**src/design/fpl_pkg.sv**
```systemverilog
// ----------------------------------------------------------------------------
// fpl_pkg
// Shared types and constants of the frame pacing limiter.
// ----------------------------------------------------------------------------
package fpl_pkg;

   localparam int TIME_W     = 32;
   localparam int WAIT_W     = 20;
   localparam int RATE_W     = 28;
   localparam int TR_W       = 10;
   localparam int UI_W       = 8;
   localparam int CSR_IDX_W  = 1;
   localparam int CSR_DATA_W = TR_W;

   localparam int WINDOW_DEF     = 120;
   localparam int MS_PER_S       = 1000;
   localparam int RATE_SCALE     = 256 * MS_PER_S;
   localparam int WAIT_MAX       = (1 << WAIT_W) - 1;
   localparam int TR_RESET       = 60;
   localparam int UI_RESET       = 60;

   localparam logic [CSR_IDX_W-1:0] CSR_TARGET_RATE     = 1'd0;
   localparam logic [CSR_IDX_W-1:0] CSR_UPDATE_INTERVAL = 1'd1;

   typedef struct packed {
      logic [TIME_W-1:0] time_check;
      logic [TIME_W-1:0] time_mark;
      logic              measure;
   } item_type;

   typedef enum logic [2:0] {
      BK_IDLE,
      BK_READ,
      BK_DIV1,
      BK_PUSH,
      BK_OLD2,
      BK_DIV2,
      BK_OUT
   } back_state_type;

endpackage

```
**src/design/fpl_req_if.sv**
```systemverilog
// ----------------------------------------------------------------------------
// fpl_req_if
// Frame request channel: check and mark time stamps.
// ----------------------------------------------------------------------------
interface fpl_req_if;
   import fpl_pkg::*;

   logic              valid;
   logic              ready;
   logic [TIME_W-1:0] time_check;
   logic [TIME_W-1:0] time_mark;

   modport source (output valid, output time_check, output time_mark, input ready);
   modport sink   (input valid, input time_check, input time_mark, output ready);
endinterface

```
**src/design/fpl_queue.sv**
```systemverilog
// ----------------------------------------------------------------------------
// fpl_queue
// Two entry queue of classified frame transactions.
// ----------------------------------------------------------------------------
module fpl_queue (
   input  logic              clock,
   input  logic              reset,
   input  logic              push,
   input  fpl_pkg::item_type push_item,
   output logic              full,
   output logic              head_valid,
   output fpl_pkg::item_type head_item,
   input  logic              pop
);
   import fpl_pkg::*;

   item_type   q_ff [2];
   logic       wr_ptr_ff;
   logic       rd_ptr_ff;
   logic [1:0] cnt_ff;
   logic       do_push;
   logic       do_pop;

   assign full       = (cnt_ff == 2'd2);
   assign head_valid = (cnt_ff != 2'd0);
   assign head_item  = q_ff[rd_ptr_ff];
   assign do_push    = push && !full;
   assign do_pop     = pop && head_valid;

   always_ff @(posedge clock) begin
      if (do_push) begin
         q_ff[wr_ptr_ff] <= push_item;
      end
      if (reset) begin
         wr_ptr_ff <= 1'b0;
         rd_ptr_ff <= 1'b0;
         cnt_ff    <= 2'd0;
      end else begin
         if (do_push) begin
            wr_ptr_ff <= !wr_ptr_ff;
         end
         if (do_pop) begin
            rd_ptr_ff <= !rd_ptr_ff;
         end
         cnt_ff <= cnt_ff + {1'b0, do_push} - {1'b0, do_pop};
      end
   end
endmodule

```
**src/design/fpl_front.sv**
```systemverilog
// ----------------------------------------------------------------------------
// fpl_front
// Accepts frame transactions, tags rate measurement frames, queues them.
// ----------------------------------------------------------------------------
module fpl_front (
   input  logic                    clock,
   input  logic                    reset,
   fpl_req_if.sink                 req_ch,
   input  logic [fpl_pkg::UI_W-1:0] update_interval,
   output logic                    item_valid,
   output fpl_pkg::item_type       item,
   input  logic                    pop
);
   import fpl_pkg::*;

   logic [UI_W-1:0] frame_cnt_ff;
   logic [UI_W-1:0] frame_cnt_in;
   logic [UI_W-1:0] cnt_next;
   logic            full;
   logic            accept;
   item_type        new_item;

   assign req_ch.ready = !full;
   assign accept       = req_ch.valid && !full;
   assign cnt_next     = frame_cnt_ff + UI_W'(1);

   always_comb begin
      new_item.time_check = req_ch.time_check;
      new_item.time_mark  = req_ch.time_mark;
      new_item.measure    = (cnt_next == update_interval);
      frame_cnt_in        = new_item.measure ? '0 : cnt_next;
   end

   always_ff @(posedge clock) begin
      if (reset) begin
         frame_cnt_ff <= '0;
      end else if (accept) begin
         frame_cnt_ff <= frame_cnt_in;
      end
   end

   fpl_queue u_queue (
      .clock      (clock),
      .reset      (reset),
      .push       (accept),
      .push_item  (new_item),
      .full       (full),
      .head_valid (item_valid),
      .head_item  (item),
      .pop        (pop)
   );
endmodule

```
**src/flat_wrapper.sv**
```systemverilog
// flat-port wrapper written by rule: the top's interface ports become plain ports
module fpl_front_flat import fpl_pkg::*;
  (clock, reset, update_interval, item_valid, item, pop, req_ch_valid, req_ch_time_check, req_ch_time_mark, req_ch_ready);
  fpl_req_if req_ch_i ();
  input  logic clock;
  input  logic reset;
  input  logic [fpl_pkg::UI_W-1:0] update_interval;
  output logic item_valid;
  output fpl_pkg::item_type item;
  input  logic pop;
  input wire logic [$bits(req_ch_i.valid)-1:0] req_ch_valid;
  input wire logic [$bits(req_ch_i.time_check)-1:0] req_ch_time_check;
  input wire logic [$bits(req_ch_i.time_mark)-1:0] req_ch_time_mark;
  output wire logic [$bits(req_ch_i.ready)-1:0] req_ch_ready;
  assign req_ch_i.valid = req_ch_valid;
  assign req_ch_i.time_check = req_ch_time_check;
  assign req_ch_i.time_mark = req_ch_time_mark;
  assign req_ch_ready = req_ch_i.ready;
  fpl_front u_core (.clock(clock), .reset(reset), .req_ch(req_ch_i), .update_interval(update_interval), .item_valid(item_valid), .item(item), .pop(pop));
endmodule
```
**config.mk**
```make
export PLATFORM = sky130hd
export DESIGN_NAME = fpl_front_flat
export DESIGN_NICKNAME = d
export VERILOG_FILES = /design/src/design/fpl_pkg.sv /design/src/design/fpl_req_if.sv /design/src/design/fpl_queue.sv /design/src/design/fpl_front.sv /design/src/flat_wrapper.sv
export SDC_FILE = /design/constraint.sdc
export NUM_CORES = 1
export LEC_CHECK = 0
export BUFFER_PORTS_ARGS = -buffer_cell sky130_fd_sc_hd__buf_2
export CORE_MARGIN = 5
export CORE_UTILIZATION = 55
export CTS_CLUSTER_DIAMETER = 80
export DETAILED_ROUTE_END_ITERATION = 10
export PLACE_DENSITY = 0.82
export SLEW_MARGIN = 20
export SYNTH_ARGS = -nofsm -noshare
export SYNTH_HDL_FRONTEND = slang
export SYNTH_SLANG_ARGS = --single-unit
```
**constraint.sdc**
```tcl
create_clock -name clock -period 6 [get_ports clock]
set_clock_uncertainty 0.05 [all_clocks]
set_input_delay 0.3 -clock clock [delete_from_list [all_inputs] [get_ports clock]]
set_output_delay 0.3 -clock clock [all_outputs]
set_load 0.1 [all_outputs]
```
Word level (Yosys, flattened, before mapping). Memories as Yosys holds them, arrays and structs flattened. A register that Yosys moved wholly into a read port is not among the register bits. Cells that the tools add are included.

Memories kept: 1. RAM bits: 130. Flip-flop bits (word level): 12.

Memory list: u_core.u_queue.q_ff (depth 2, bits a word 65, rd ports 1, clocked after Yosys merged registers in 1, write ports 1, line fpl_queue.sv:17) `item_type q_ff [2];`.

Equal/unequal tests: 2. $add $sub $neg: 3. Reductions and logical operators: 7. Muxes and demuxes: 5.

Operators by type and width (number): 8-bit by 1-bit adder with 8-bit output (second input constant) (1); 8-bit == test (1); 8-bit two-way mux (1); 1-bit two-way mux (4); 1-bit logical AND (3); 1-bit zero test (3); 2-bit by 1-bit adder with 2-bit output (1); 2-bit == test (second input constant) (1); 2-bit nonzero test (1); 2-bit by 1-bit subtractor with 2-bit output (1).

Depth between registers and ports, before layout.
Depth in word-level cells: 6. Gate-level depth with buffers: 9. Mapped depth without buffers: 8.

Cells and area by module. A second synthesis with hierarchy kept.

Cell total of the unflattened synthesis: 291. Area total of the unflattened synthesis: 5494.0 um^2.

Modules (own cells, without submodules): fpl_queue (cells an instance 228, area each 4938.5 um^2, times used 1); fpl_front (cells an instance 63, area each 555.5 um^2, times used 1).

Worst setup path before layout. Ideal clock, no wire load.

Kind: register to register. Start point: register u_core.u_queue.cnt_ff[0]. End point: memory u_core.u_queue.q_ff[0][0] (netlist name), enable pin. Cell stages (with the launch flop): 5. Setup slack: 1.056 ns. Clock period less this slack: 4.944 ns. Arrival: 4.404 ns. Cell sequence: dfxtp_1 nand2b_1 nand2_1 buf_1 nor2_1.

Longest elaborated chain between the ends: 6.

Ends and longest elaborated chain: start, declared (line fpl_queue.sv:20) `logic [1:0] cnt_ff;`; start signal, assigned (line fpl_queue.sv:45) `cnt_ff <= cnt_ff + {1'b0, do_push} - {1'b0, do_pop};`; 2-bit == test * (line fpl_queue.sv:24) `assign full = (cnt_ff == 2'd2);`; 1-bit zero test *; via req_ch_ready (line flat_wrapper.sv:14) `output wire logic [$bits(req_ch_i.ready)-1:0] req_ch_ready;`; 1-bit logical AND (line fpl_front.sv:24) `assign accept = req_ch.valid && !full;`; 1-bit logical AND * (line fpl_queue.sv:27) `assign do_push = push && !full;`; 1-bit two-way mux * (line fpl_queue.sv:31) `if (do_push) begin`; 1-bit two-way mux (implied by the code) * (line fpl_queue.sv:32) `q_ff[wr_ptr_ff] <= push_item;`; end, declared (line fpl_queue.sv:17).

The timed path passes the listed nets; every way through them passes the cells marked *.

==> reports/qor.txt <==
Final hold vios: 0
Synth unique cells: 34
Cell Pwr Density: 507.1 nW/um^2
Detailed-route via count: 3,324
Cts repair resizes: 0
Switching Share: 43.01%
Core box area: 9774 um^2
Buffers on Ports: 142
Fmax: 344.5 MHz
WP buf/inv: 2
Clock network power share: 26.7%
Crit-path leading delay family: buffers and inverters
P_sw: 1.657 mW
Cell Int Power: 2.196 mW
R2r setup slk: 3430 ps
Largest net degree at the start of global routing: 42
DIE WIDTH: 110.1 um
I/O pin cnt: 143
Final net count: 598
Row count: 36
Hold WS: 86.28 ps
Worst Tran Pin Value: 733.7 ps
Layout area overhead: 37.80%
Post-Synthesis Cells: 302
Setup bufs post-CTS: 0
First-pass GRT wire length: 16.57 mm
Worst path cell trace: buf_4 -> mux2_2 -> buf_2
Antenna violations before repair: 0
Crit-path slowest cell: dfxtp_2
RSZ-0062 raised after global routing: no
Ranking of synthesized cells by area: edfxtp_1 (71%), mux2_2 (13%), dfxtp_1 (4.7%)
Synth warn: 0
DR iter-0 viols: 148
CP peak stage delay: 760 ps
Worst Path Max Fanout: 37
HPWL after detailed placement: 6.895 mm
Commonest non-fill, non-tap cell in the layout: buf_2
Sequential area share after synthesis: 75.52%
Filler Cell Count: 546
Final Slew Violations: 0
Drt pass-1 iters: 4
Ys flop type: edfxtp_1
Critical path class: reg -> out
Highest-count cells in the layout ignoring fill and taps: buf_2 (142), edfxtp_1 (130), mux2_2 (65), dlygate4sd3_1 (65), clkbuf_16 (16)
Clock-pin slew on the worst setup and hold paths: 60 ps
Synthesis-stage register bit count: 143
Routability cong.: 0.8261
Post-synth top area cell: edfxtp_1
Die area: 12,130 um^2
Syn Std Cell Area: 5514 um^2
Remaining DRCs: 0
Share of cells above drive strength 1: 46.98%
Hold WC Path Type: in -> reg
Synth Area per Inst: 18.26 um^2
Register share of total power: 33.3%
WP data required: 5650 ps
Worst VDD drop: 346.0 uV
Tot Pwr: 3.853 mW
Number of flops mapped to enable cells by yosys: 130
Wirelength, routed: 11.20 mm
CP arrival: 2550 ps
Root Buffer: clkbuf_8
Critical Path Start Type: register
Clock Sinks: 143
Final ANT Viol Nets: 0
Max Cap Viol: 0
Slew HR: 50.97%
Hold buffers post-CTS: 65
Chip height: 110.1 um
Combinational share of power: 40.0%
Starting Density: 56.41%
Syn_nets: 381
Fin crit share: 48.38%
Drt wl/cell: 16.87 um
Setup TNS: 0 ps
Worst Setup End Kind: output pin
CTS tree: yes
CTS buffer count: 17
Final min period: 2903 ps
Synth top area share: 70.80%
Clk_lat worst skew: 500 ps
Grt ovf: 0
Leak pwr: 2.910 nW
Gr usage total: 18.79%
Async set-reset flop share out of synthesis: 0%
# H-tree levels: 4
Number of global-route vias before repair: 3,407
Vias per cell: 5.006
Setup violators final: 0
Outcome: complete, no violations
Longest Clk Path Bufs: 2
-- power by group through the flow --
stage,sequential (mW),combinational [mW],clock [mW]
2_1_floorplan,1.28,1.31,0
3_3_place_gp,1.30,1.50,0
3_5_place_dp,1.30,1.51,0
4_1_cts,1.28,1.55,1.05
5_1_grt,1.29,1.59,1.11
6_report,1.28,1.54,1.03
-- layout make-up --
cell class              count  area (um^2)  share of cell area, %
flip-flops and latches    143         4165                  54.82
clock inverters            13        172.7                  2.272
clock buffers              17        414.1                  5.450
diodes                      1        2.502                0.03293
inverters                   5        18.77                 0.2470
repair buffers            210         1384                  18.21
well taps                 133        166.4                  2.190
multi-input cells         142         1275                  16.78
-- flip-flops by register name, summed over array words and instances, names as in the netlist, named ones only --
signal	count
u_core.u_queue.q_ff	130
u_core.frame_cnt_ff	8
u_core.u_queue.cnt_ff	2
u_core.u_queue.rd_ptr_ff	1
u_core.u_queue.wr_ptr_ff	1
-- cell usage after synthesis, types with 2 or more instances --
master and number:
nand2_1 3, nor2_1 17, xnor2_1 8, mux2_2 65
o21ai_0 4, nand2b_1 2, dfxtp_1 13, buf_6 2
xor2_1 8, nand3_1 8, inv_1 5, edfxtp_1 130
a21oi_1 4, clkbuf_1 8, nand4_1 2, nor3_1 3
ha_1 3
-- worst paths after layout --
check | startpoint | end | depth (start not counted)
worst max-delay path | register | item[40] | 3
worst min-delay path | req_ch_valid | u_core.u_queue.wr_ptr_ff | 4
worst max register to register | u_core.u_queue.cnt_ff[0] | u_core.u_queue.q_ff[0][37] | 4
worst min register to register | u_core.frame_cnt_ff[1] | u_core.frame_cnt_ff[1] | 2
-- stage by stage --
step | utilization [%] | instances | worst slack, ps | area (um^2)
6_report | 77.74 | 664 | 3097 | 7599
5_1_grt | 77.71 | 663 | 2973 | 7596
4_1_cts | 77.71 | 663 | 3053 | 7596
3_5_place_dp | 65.05 | 568 | 3437 | 6359
3_3_place_gp | 65.05 | 568 | 3497 | 6359
2_1_floorplan | - | 302 | 1056 | 5514
-- cells by family after synthesis --
logic type	synth area share (%)
flops	75.52
mux	13.55
simple gates	3.880
buf+inv	1.634
xor+xnor	2.542
compound gates	2.201
fa+ha+maj	0.6808
-- metal layers --
layer / wire [um] / up-vias / part of all wire [%] / global-route usage [%]
met2: 5810 / 118 / 52 / 32.06
met3: 808 / 4 / 7.2 / 7.513
met4: 62 / 0 / 0.55 / 5.365
met1: 4523 / 1614 / 40 / 22.05
li1: - / 1588 / - / -
met5: 0 / - / 0 / 0
-- tightest hold or removal path, stage by stage --
cell     delay, ps
buf_2          110
a21oi_1         70
nor2_1          80
nor2_1          40
(Power assumes the default switching activity.)
